## src/ppm_pkg.sv

```systemverilog
// Package for the pointer position mapper: widths, command codes, register
// indexes and the lane control struct. No dependencies.
package ppm_pkg;
	localparam int FRAC_BITS = 8;
	localparam int ONE_F = 1 << FRAC_BITS;
	localparam int POS_W = 12 + FRAC_BITS;          // fine position width
	localparam int VAL_W = 21;                      // frame value width
	localparam int NUM_W = 36;                      // dividend magnitude width
	localparam int DEN_W = 12;                      // divisor width
	localparam int CNT_W = 6;
	localparam int VIEW_W = 20;

	localparam logic [1:0] CMD_SET = 2'd0;
	localparam logic [1:0] CMD_ABS = 2'd1;
	localparam logic [1:0] CMD_REL = 2'd2;
	localparam logic [1:0] CMD_LEAVE = 2'd3;

	localparam logic [2:0] REG_SPAN_X = 3'd0;
	localparam logic [2:0] REG_SPAN_Y = 3'd1;
	localparam logic [2:0] REG_MARGIN = 3'd2;
	localparam logic [2:0] REG_LO_X = 3'd3;
	localparam logic [2:0] REG_LO_Y = 3'd4;
	localparam logic [2:0] REG_HI_X = 3'd5;
	localparam logic [2:0] REG_HI_Y = 3'd6;

	// normalized bounds of one axis
	typedef struct packed {
		logic [11:0] lo;
		logic [11:0] hi;
		logic [11:0] span;
		logic [10:0] margin;
	} axis_t;

	// sequencer to lane control
	typedef struct packed {
		logic       start;   // first division launch for the taken beat
		logic [1:0] cmd;
		logic       div2;    // launch view division
	} lane_ctl_t;

	typedef struct packed {
		logic busy;
		logic out_side;      // absolute point outside this axis
	} lane_sts_t;
endpackage

```

## src/ppm_div.sv

```systemverilog
// Restoring serial divider, one quotient bit a cycle.
// Depends on ppm_pkg.
module ppm_div (
	input  logic                          clk,
	input  logic                          arst_n,
	input  logic                          start,
	input  logic [ppm_pkg::NUM_W-1:0]     num,
	input  logic [ppm_pkg::DEN_W-1:0]     den,
	output logic                          busy,
	output logic [ppm_pkg::NUM_W-1:0]     quo
);
	logic [ppm_pkg::NUM_W-1:0] q_q;
	logic [ppm_pkg::DEN_W:0]   rem_q;
	logic [ppm_pkg::DEN_W-1:0] den_q;
	logic [ppm_pkg::CNT_W-1:0] cnt_q;
	logic [ppm_pkg::DEN_W+1:0] trial;

	assign trial = {rem_q, q_q[ppm_pkg::NUM_W-1]} - {2'b00, den_q};

	always_ff @(posedge clk or negedge arst_n) begin
		if (!arst_n) begin
			cnt_q <= '0;
		end else if (start) begin
			cnt_q <= ppm_pkg::CNT_W'(ppm_pkg::NUM_W);
		end else if (cnt_q != '0) begin
			cnt_q <= cnt_q - 1'b1;
		end
	end

	always_ff @(posedge clk) begin
		if (start) begin
			q_q <= num;
			rem_q <= '0;
			den_q <= den;
		end else if (cnt_q != '0) begin
			if (!trial[ppm_pkg::DEN_W+1]) begin
				rem_q <= trial[ppm_pkg::DEN_W:0];
				q_q <= {q_q[ppm_pkg::NUM_W-2:0], 1'b1};
			end else begin
				rem_q <= {rem_q[ppm_pkg::DEN_W-1:0], q_q[ppm_pkg::NUM_W-1]};
				q_q <= {q_q[ppm_pkg::NUM_W-2:0], 1'b0};
			end
		end
	end

	assign busy = (cnt_q != '0);
	assign quo = q_q;
endmodule

```

## src/ppm_lane.sv

```systemverilog
// One axis lane: clamp, command update, leave pull, view scaling.
// Depends on ppm_pkg and ppm_div.
module ppm_lane (
	input  logic                          clk,
	input  logic                          arst_n,
	input  logic [ppm_pkg::POS_W-1:0]     pos_reset,
	input  ppm_pkg::axis_t                ax,
	input  ppm_pkg::lane_ctl_t            ctl,
	input  logic [11:0]                   set_pos,
	input  logic signed [ppm_pkg::VAL_W-1:0] val,
	input  logic                          phase2,   // div result is the view
	input  logic                          fin1,     // first division done
	input  logic                          eff_leave,
	output ppm_pkg::lane_sts_t            sts,
	output logic [11:0]                   cursor,
	output logic [ppm_pkg::VIEW_W-1:0]    view
);
	localparam int PW = ppm_pkg::POS_W;
	localparam int FB = ppm_pkg::FRAC_BITS;

	logic [PW-1:0] pos_q;
	logic [PW-1:0] lo_f, hi_f, pin;
	logic [11:0] range;
	logic neg_q;
	logic div_start;
	logic div_busy, out_side;
	logic [ppm_pkg::NUM_W-1:0] div_num, quo;
	logic [ppm_pkg::DEN_W-1:0] div_den;
	logic [ppm_pkg::VAL_W-1:0] mag;
	logic [PW:0] qsat;
	logic signed [PW+2:0] nxt;
	logic [12:0] rnd;
	logic [PW-1:0] pfin;
	logic [12:0] top;

	assign lo_f = {ax.lo, FB'(0)};
	assign hi_f = {ax.hi, FB'(0)};
	assign range = ax.hi - ax.lo;
	assign pin = (pos_q < lo_f) ? lo_f : (pos_q > hi_f) ? hi_f : pos_q;
	assign mag = val[ppm_pkg::VAL_W-1] ? ppm_pkg::VAL_W'(-val) : val;
	assign out_side = val[ppm_pkg::VAL_W-1] ||
		(mag >= ppm_pkg::VAL_W'({ax.span, FB'(0)}));
	assign sts = '{busy: div_busy, out_side: out_side};

	// first division: |v|*range/span; second: (p-lo)*span/range
	always_comb begin
		div_start = 1'b0;
		div_num = ppm_pkg::NUM_W'(mag) * ppm_pkg::NUM_W'(range);
		div_den = ax.span;
		if (ctl.start) begin
			div_start = 1'b1;
		end else if (ctl.div2) begin
			div_start = 1'b1;
			div_num = ppm_pkg::NUM_W'(pos_q - lo_f) * ppm_pkg::NUM_W'(ax.span);
			div_den = range;
		end
	end

	ppm_div u_div (
		.clk(clk), .arst_n(arst_n), .start(div_start),
		.num(div_num), .den(div_den), .busy(div_busy), .quo(quo)
	);

	// first result applied to the clamped position
	always_comb begin
		// a relative step this large lands past a bound anyway
		qsat = (quo > ppm_pkg::NUM_W'({(PW+1){1'b1}})) ? '1 : quo[PW:0];
		rnd = 13'((pin + PW'(1 << (FB-1))) >> FB);
		nxt = (PW+3)'(pin);
		unique case (ctl.cmd)
			ppm_pkg::CMD_SET: nxt = (PW+3)'({set_pos, FB'(0)});
			ppm_pkg::CMD_ABS: begin
				if (mag < ppm_pkg::VAL_W'({ax.margin, FB'(0)}))
					nxt = (PW+3)'(lo_f);
				else if (mag >= ppm_pkg::VAL_W'({ax.span - 12'(ax.margin), FB'(0)}))
					nxt = (PW+3)'(hi_f);
				else
					nxt = (PW+3)'(lo_f) + (PW+3)'(quo);
			end
			ppm_pkg::CMD_REL: nxt = neg_q ? (PW+3)'(pin) - (PW+3)'(qsat) :
				(PW+3)'(pin) + (PW+3)'(qsat);
			default: nxt = (PW+3)'(pin);
		endcase
		if (eff_leave) begin
			nxt = (PW+3)'(pin);
			if (rnd <= {1'b0, ax.lo}) nxt = (PW+3)'({ax.lo + 12'd1, FB'(0)});
			if (rnd >= {1'b0, ax.hi}) nxt = (PW+3)'({ax.hi - 12'd1, FB'(0)});
		end
		if (nxt < $signed((PW+3)'(lo_f))) pfin = lo_f;
		else if (nxt > $signed((PW+3)'(hi_f))) pfin = hi_f;
		else pfin = nxt[PW-1:0];
	end

	always_ff @(posedge clk or negedge arst_n) begin
		if (!arst_n) begin
			pos_q <= pos_reset;
		end else if (fin1) begin
			pos_q <= pfin;
		end
	end

	always_ff @(posedge clk) begin
		if (ctl.start) neg_q <= val[ppm_pkg::VAL_W-1];
	end

	assign cursor = 12'((pos_q + PW'(1 << (FB-1))) >> FB);
	assign top = {1'b0, ax.span} - 13'd1;
	assign view = (quo > ppm_pkg::NUM_W'({top, FB'(0)})) ?
		ppm_pkg::VIEW_W'({top, FB'(0)}) : quo[ppm_pkg::VIEW_W-1:0];

	`ifndef NO_ASSERTIONS
	a_pos_in_bounds: assert property (@(posedge clk) disable iff (!arst_n)
		$past(fin1) |-> (pos_q >= lo_f || $changed(ax)) ) else $error("pos below lo");
	a_div_idle_start: assert property (@(posedge clk) disable iff (!arst_n)
		div_start |-> !sts.busy) else $error("div restarted");
	a_phase: assert property (@(posedge clk) disable iff (!arst_n)
		fin1 |-> !phase2) else $error("fin in view phase");
	`endif
endmodule

```

## src/pointer_position_mapper.sv

```systemverilog
// Top level of the pointer position mapper: registers, sequencer, two lanes.
// Depends on ppm_pkg and ppm_lane.
//
// Usage:
//  - Input channel (valid/stall): one beat carries a command and its
//    coordinates. stall is high while an item is in work.
//  - Output channel (valid/stall): one result beat per item: rounded
//    cursor, in_frame flag and frame-space view position.
//  - Config channel (valid/ready): cfg_index selects a register, to be
//    written by the user only while idle; the block does not enforce this. ready is always high.
//  - Each axis has its own lane with a 36-bit serial divider. An item runs
//    two divisions: the scaling of the command value, then (after the new
//    position is stored) the view scaling. Each division has a launch state
//    (LAUNCH, LAUNCH2) before its divide state (DIV1, DIV2); the next beat is
//    taken only after the sequencer has returned to IDLE.
//  - The result sits in an output register; a new item is taken while it
//    waits, and the block holds its next result until the receiver lets
//    the old one go.
//  - Reset puts the pointer at the center of the 640x480 frame, inside.
module pointer_position_mapper (
	input  logic        clk,
	input  logic        arst_n,
	input  logic        in_valid,
	output logic        in_stall,
	input  logic [1:0]  command,
	input  logic [11:0] set_pos_x,
	input  logic [11:0] set_pos_y,
	input  logic signed [20:0] frame_val_x,
	input  logic signed [20:0] frame_val_y,
	output logic        out_valid,
	input  logic        out_stall,
	output logic [11:0] cursor_x,
	output logic [11:0] cursor_y,
	output logic        in_frame,
	output logic [19:0] view_x,
	output logic [19:0] view_y,
	input  logic        cfg_valid,
	output logic        cfg_ready,
	input  logic [2:0]  cfg_index,
	input  logic [11:0] cfg_data
);
	typedef enum logic [2:0] {IDLE, DIV1, DIV2, HOLD, LAUNCH, LAUNCH2} st_t;
	st_t st_q;

	logic [11:0] span_x_q, span_y_q, lo_x_q, lo_y_q, hi_x_q, hi_y_q;
	logic [10:0] margin_q;
	logic [1:0] cmd_q;
	logic [11:0] set_x_q, set_y_q;
	logic signed [20:0] val_x_q, val_y_q;
	logic in_q;
	ppm_pkg::axis_t ax, ay;
	ppm_pkg::lane_ctl_t ctl;
	ppm_pkg::lane_sts_t sx, sy;
	logic eff_leave, fin1, go, take, load;
	logic [11:0] cur_x, cur_y;
	logic [19:0] vw_x, vw_y;

	function automatic ppm_pkg::axis_t mk_axis(input logic [11:0] lo,
		input logic [11:0] hi, input logic [11:0] span, input logic [10:0] m);
		ppm_pkg::axis_t a;
		a.hi = (hi == 12'd0) ? 12'd1 : hi;
		a.lo = (hi == 12'd0) ? 12'd0 : lo;
		if (a.lo >= a.hi) a.lo = a.hi - 12'd1;
		a.span = (span == 12'd0) ? 12'd1 : span;
		a.margin = ({1'b0, m, 1'b0} >= {1'b0, a.span}) ? 11'd0 : m;
		return a;
	endfunction

	assign ax = mk_axis(lo_x_q, hi_x_q, span_x_q, margin_q);
	assign ay = mk_axis(lo_y_q, hi_y_q, span_y_q, margin_q);
	assign cfg_ready = 1'b1;

	always_ff @(posedge clk or negedge arst_n) begin
		if (!arst_n) begin
			span_x_q <= 12'd640; span_y_q <= 12'd480; margin_q <= '0;
			lo_x_q <= '0; lo_y_q <= '0; hi_x_q <= 12'd640; hi_y_q <= 12'd480;
		end else if (cfg_valid) begin
			unique case (cfg_index)
				ppm_pkg::REG_SPAN_X: span_x_q <= cfg_data;
				ppm_pkg::REG_SPAN_Y: span_y_q <= cfg_data;
				ppm_pkg::REG_MARGIN: margin_q <= cfg_data[10:0];
				ppm_pkg::REG_LO_X:   lo_x_q <= cfg_data;
				ppm_pkg::REG_LO_Y:   lo_y_q <= cfg_data;
				ppm_pkg::REG_HI_X:   hi_x_q <= cfg_data;
				ppm_pkg::REG_HI_Y:   hi_y_q <= cfg_data;
				default: ;
			endcase
		end
	end

	// item registers: the lanes see the captured beat
	assign take = in_valid && !in_stall;
	always_ff @(posedge clk) begin
		if (take) begin
			cmd_q <= command; set_x_q <= set_pos_x; set_y_q <= set_pos_y;
			val_x_q <= frame_val_x; val_y_q <= frame_val_y;
		end
	end

	// absolute point outside the frame acts as leave
	assign eff_leave = (cmd_q == ppm_pkg::CMD_LEAVE) ||
		((cmd_q == ppm_pkg::CMD_ABS) && (sx.out_side || sy.out_side));
	assign go = (st_q == LAUNCH);
	assign fin1 = (st_q == DIV1) && !sx.busy && !sy.busy && !go;
	assign in_stall = (st_q != IDLE);

	// view division launches in LAUNCH2, the cycle after the new position is stored
	assign ctl = '{start: go, cmd: cmd_q, div2: (st_q == LAUNCH2)};

	ppm_lane u_lane_x (
		.clk(clk), .arst_n(arst_n), .pos_reset(ppm_pkg::POS_W'(320 * ppm_pkg::ONE_F)),
		.ax(ax), .ctl(ctl), .set_pos(set_x_q), .val(val_x_q), .phase2(st_q == DIV2),
		.fin1(fin1), .eff_leave(eff_leave), .sts(sx), .cursor(cur_x), .view(vw_x)
	);
	ppm_lane u_lane_y (
		.clk(clk), .arst_n(arst_n), .pos_reset(ppm_pkg::POS_W'(240 * ppm_pkg::ONE_F)),
		.ax(ay), .ctl(ctl), .set_pos(set_y_q), .val(val_y_q), .phase2(st_q == DIV2),
		.fin1(fin1), .eff_leave(eff_leave), .sts(sy), .cursor(cur_y), .view(vw_y)
	);

	// result register is free, or its beat leaves this cycle
	assign load = (st_q == HOLD) && (!out_valid || !out_stall);

	// sequencer and merged result register
	always_ff @(posedge clk or negedge arst_n) begin
		if (!arst_n) begin
			st_q <= IDLE;
			out_valid <= 1'b0;
			in_q <= 1'b1;
		end else begin
			if (load) out_valid <= 1'b1;
			else if (out_valid && !out_stall) out_valid <= 1'b0;
			unique case (st_q)
				IDLE:   if (take) st_q <= LAUNCH;
				LAUNCH: st_q <= DIV1;
				DIV1: if (fin1) begin
					st_q <= LAUNCH2;
					in_q <= !eff_leave;
				end
				LAUNCH2: st_q <= DIV2;
				DIV2: if (!sx.busy && !sy.busy) st_q <= HOLD;
				HOLD: if (load) begin
					st_q <= IDLE;
					cursor_x <= cur_x; cursor_y <= cur_y; in_frame <= in_q;
					view_x <= vw_x; view_y <= vw_y;
				end
				default: st_q <= IDLE;
			endcase
		end
	end

	`ifndef NO_ASSERTIONS
	a_no_take_busy: assert property (@(posedge clk) disable iff (!arst_n)
		(st_q != IDLE) |-> in_stall) else $error("accept while busy");
	a_out_hold: assert property (@(posedge clk) disable iff (!arst_n)
		(out_valid && out_stall) |=> (out_valid && $stable(cursor_x))) else $error("drop");
	a_lanes_sync: assert property (@(posedge clk) disable iff (!arst_n)
		(sx.busy == sy.busy)) else $error("lanes out of step");
	`endif
endmodule

```

## config.mk

```make
export PLATFORM = sky130hd
export DESIGN_NAME = pointer_position_mapper
export DESIGN_NICKNAME = d
export VERILOG_FILES = /design/src/ppm_pkg.sv /design/src/ppm_div.sv /design/src/ppm_lane.sv /design/src/pointer_position_mapper.sv
export SDC_FILE = /design/constraint.sdc
export NUM_CORES = 2
export LEC_CHECK = 0
export ABC_AREA = 1
export ABC_CLOCK_PERIOD_IN_PS = 9160
export BUFFER_PORTS_ARGS = -buffer_cell sky130_fd_sc_hd__buf_2
export CAP_MARGIN = 0
export CORE_MARGIN = 3
export CORE_UTILIZATION = 55
export CTS_CLUSTER_DIAMETER = 50
export DETAILED_ROUTE_END_ITERATION = 16
export PLACE_DENSITY = 0.8
export REMOVE_ABC_BUFFERS = 1
export SYNTH_ARGS = -nofsm -noshare
export SYNTH_HDL_FRONTEND = slang
export SYNTH_SLANG_ARGS = --single-unit
```

## constraint.sdc

```tcl
create_clock -name clk -period 9.16 [get_ports clk]
set_input_delay 0.458 -clock clk [delete_from_list [all_inputs] [get_ports clk]]
set_output_delay 0.458 -clock clk [all_outputs]
set_load 0.005 [all_outputs]
```

==> impl_metrics.yaml <==
timing:
  fin_crit_sh_pct: 105.0
  finalHoldViolCount: 0
  setup_ws_ns: -0.4584
  max_freq_ghz: 0.1040
  finalCriticalPeriod_ns: 9.618
  final.setup.tns_ns: -8.878
  setup_viol: 59
  rsz0062_at_grt: "true"
  tightestPinTransition_ns: 1.196
  slew_viol_final: 0
  relSlewSlack_pct: 20.10
  skew_ns: 0.03406
placed_design:
  portBuffers: 154
  gp_congestion: 1.067
  hpwlAfterDp_um: 209100
  postPlaceCellArea_um2: 80920
setup_path:
  worst_ep_arrival_time_ns: 10.04
  cp_max_fo: 5
  crit_slowest_cell: "fa_1"
  worst_path_most_repeated_cell: "a21oi_2"
  max_stage_delay_ns: 0.63
  cp.required_ns: 9.58
  worst-setup-path-type: "reg -> reg"
  cp-start-kind: "register"
  endpoint_kind: "register"
die:
  die_area_um2: 133300
  die_h_um: 365.1
  die_width_um: 365.1
  rows: 131
  core-area_um2: 127800
  io_pins: 156
  start_util_pct: 55.47
final_layout:
  design_area_um2: 88960
  layout-drive-gt1-share_pct: 21.89
  syn_to_final_growth_pct: 25.45
  num-fill-cells: 10206
  layout.nets: 12418
grt:
  grt_pass1_vias: 71414
  grt_pass1_wl_um: 405900
  grt_max_degree: 69
  antenna_found_initial: 7
  grt-ovfl-total: 0
  grt_usage_pct: 39.74
run_status:
  outcome: "complete, but fails checks"
  violations: "negative setup slack"
synthesis:
  synth-xor-area-share_pct: 3.040
  synth_edf_count: 231
  syn_inst: 9517
  yosysWarnings: 0
  yosysMostFrequentCell: "nand2_1"
  synth.area.top_cells: "fa_1, ha_1, nand2_1"
  synthMuxAreaShare_pct: 0.01412
  yosys-top-cells-count: "nand2_1, inv_1, fa_1"
  yosys.area_share.simple_pct: 21.01
  ys_async_sr_fraction_pct: 35.26
  synthFlopType: "edfxtp_1"
  synth_top_family_by_area: "adder cells"
  synth_adder_area_share_pct: 37.14
  ys_seq_area_share_pct: 15.49
  synth_compound_area_share_pct: 11.19
  synth_area_um2: 70910
  synth_top_cell_by_area: "fa_1"
  avgSynthCellArea_um2: 7.451
  ys_ff_latch: 397
  yosysTopAreaCellShare_pct: 24.50
  ys_types: 74
route:
  num_vias: 71827
  postRouteAntennaNets: 0
  wl_per_cell_um: 21.58
  drt-initial-drc-count: 7970
  first_pass_iters: 9
  remaining_drc_errors: 0
  wirelength_um: 269000
  via_per_inst: 5.762
clock_tree:
  cts_tree: "built"
  insertion_delay_ns: 0.69
  cts_made_buffers: 66
  clkSlewWorstSetupHoldPaths_ns: 0.06
  htree_levels: 3
  cts_root_buf: "clkbuf_16"
  clockBufferDepth: 3
  cts.sinks: 397
run:
  maxCapViolCount: 0
worst_hold_path:
  hp-class: "in -> async"
[flip-flops by register name, indices dropped and copies added (netlist names), 13 cells and up]
register and cells:
val_y_q 21, val_x_q 21, u_lane_x.pos_q 20, u_lane_y.pos_q 20, u_lane_x.u_div.rem_q 13, u_lane_y.u_div.rem_q 13, view_y 20, u_lane_x.u_div.quo 36
view_x 20, u_lane_y.u_div.quo 36
[metal layers]
| metal | GRT usage (%) | share of wire [%] |
|---|---|---|
| met4 | 18.04 | 5.5 |
| met3 | 9.195 | 12 |
| met1 | 53.55 | 39 |
| met5 | 0 | 0.0056 |
| met2 | 61.11 | 44 |
[placed cells by master (no fill, tap or decap), types with 26 or more instances in the layout]
cell type / count
a21oi_2: 77
buf_6: 41
dfxtp_1: 26
fa_1: 842
o21bai_1: 42
nor2_1: 674
o21ai_2: 66
xor2_1: 158
fa_2: 26
edfxtp_1: 231
o21ai_1: 87
xnor2_1: 65
nand2_4: 35
clkbuf_16: 72
a21oi_1: 421
ha_4: 83
o21ai_0: 417
nand2_1: 2116
dfrtp_1: 121
nand2_2: 87
nor2_2: 49
nor3_1: 58
inv_1: 1765
ha_1: 627
or2_2: 49
buf_4: 1219
inv_2: 103
nor2_4: 28
nand3_2: 27
buf_2: 153
dlygate4sd3_1: 69
o211ai_1: 79
nand3_1: 326
nand4_1: 92
[area by class of cell]
cell class | count | area, um^2 | area share (%)
Tap cell | 1662 | 2079 | 2.337
Clock inverter | 42 | 471.7 | 0.5302
Clock buffer | 80 | 1861 | 2.091
Antenna cell | 4 | 10.01 | 0.01125
Sequential cell | 397 | 10980 | 12.35
Timing Repair Buffer | 1505 | 11510 | 12.94
Inverter | 1908 | 7213 | 8.108
Timing Repair inverter | 1 | 6.256 | 0.007032
Multi-Input combinational cell | 6867 | 54830 | 61.63
[path summary, 6_finish.rpt]
kind,end,cells past startpoint,slack (ns),start
max reg2reg,u_lane_y.u_div.quo[32],57,-0.46,hi_y_q[4]
max,u_lane_y.u_div.quo[32],57,-0.46,hi_y_q[4]
max in group asynchronous,u_lane_y.u_div.cnt_q[5],4,6.97,arst_n
min,hi_x_q[2],2,0.22,arst_n
min reg2reg,u_lane_x.u_div.rem_q[9],2,0.48,u_lane_x.u_div.rem_q[9]
min in group clk,st_q[2],3,0.29,in_valid
[worst max-delay path, delay by kind of cell, from the launching register on]
kind,cells,cell delay [ns]
compound gates,15,2.29
flops,1,0.39
simple gates,19,1.95
buf+inv,14,1.22
fa+ha+maj,9,3.50
[cell families after synthesis]
kind of cell | count (synthesis)
buffers and inverters | 2253
other | 1
AO/OA/AOI/OAI | 1410
adder cells (fa/ha/maj) | 1584
AND/OR/NAND/NOR | 3627
flip-flops | 397
multiplexers | 1
XOR/XNOR | 244
[stage by stage]
step	hold slack, ns	setup slack (ns)	utilization, %	cells
floorplan	0.1624	-1.272	-	9172
global placement	0.3425	-1.019	63.30	12096
detailed placement	0.3455	-1.174	63.30	12096
CTS	0.1879	-0.3254	68.05	12422
global route	0.2158	-0.7361	69.58	12462
finish	0.2199	-0.4584	69.59	12466
[timing repair]
action	in CTS	in global routing
buffers inserted	134	47
endpoints found under the hold margin	89	0
pin swaps	152	347
setup endpoints to repair	87	86
hold buffers	69	0
cloned	3	0
gates resized for setup	486	428
Power is left out: the tool's default activity adds up to more than one toggle a clock period on the data nets, which glitch-free logic cannot reach.
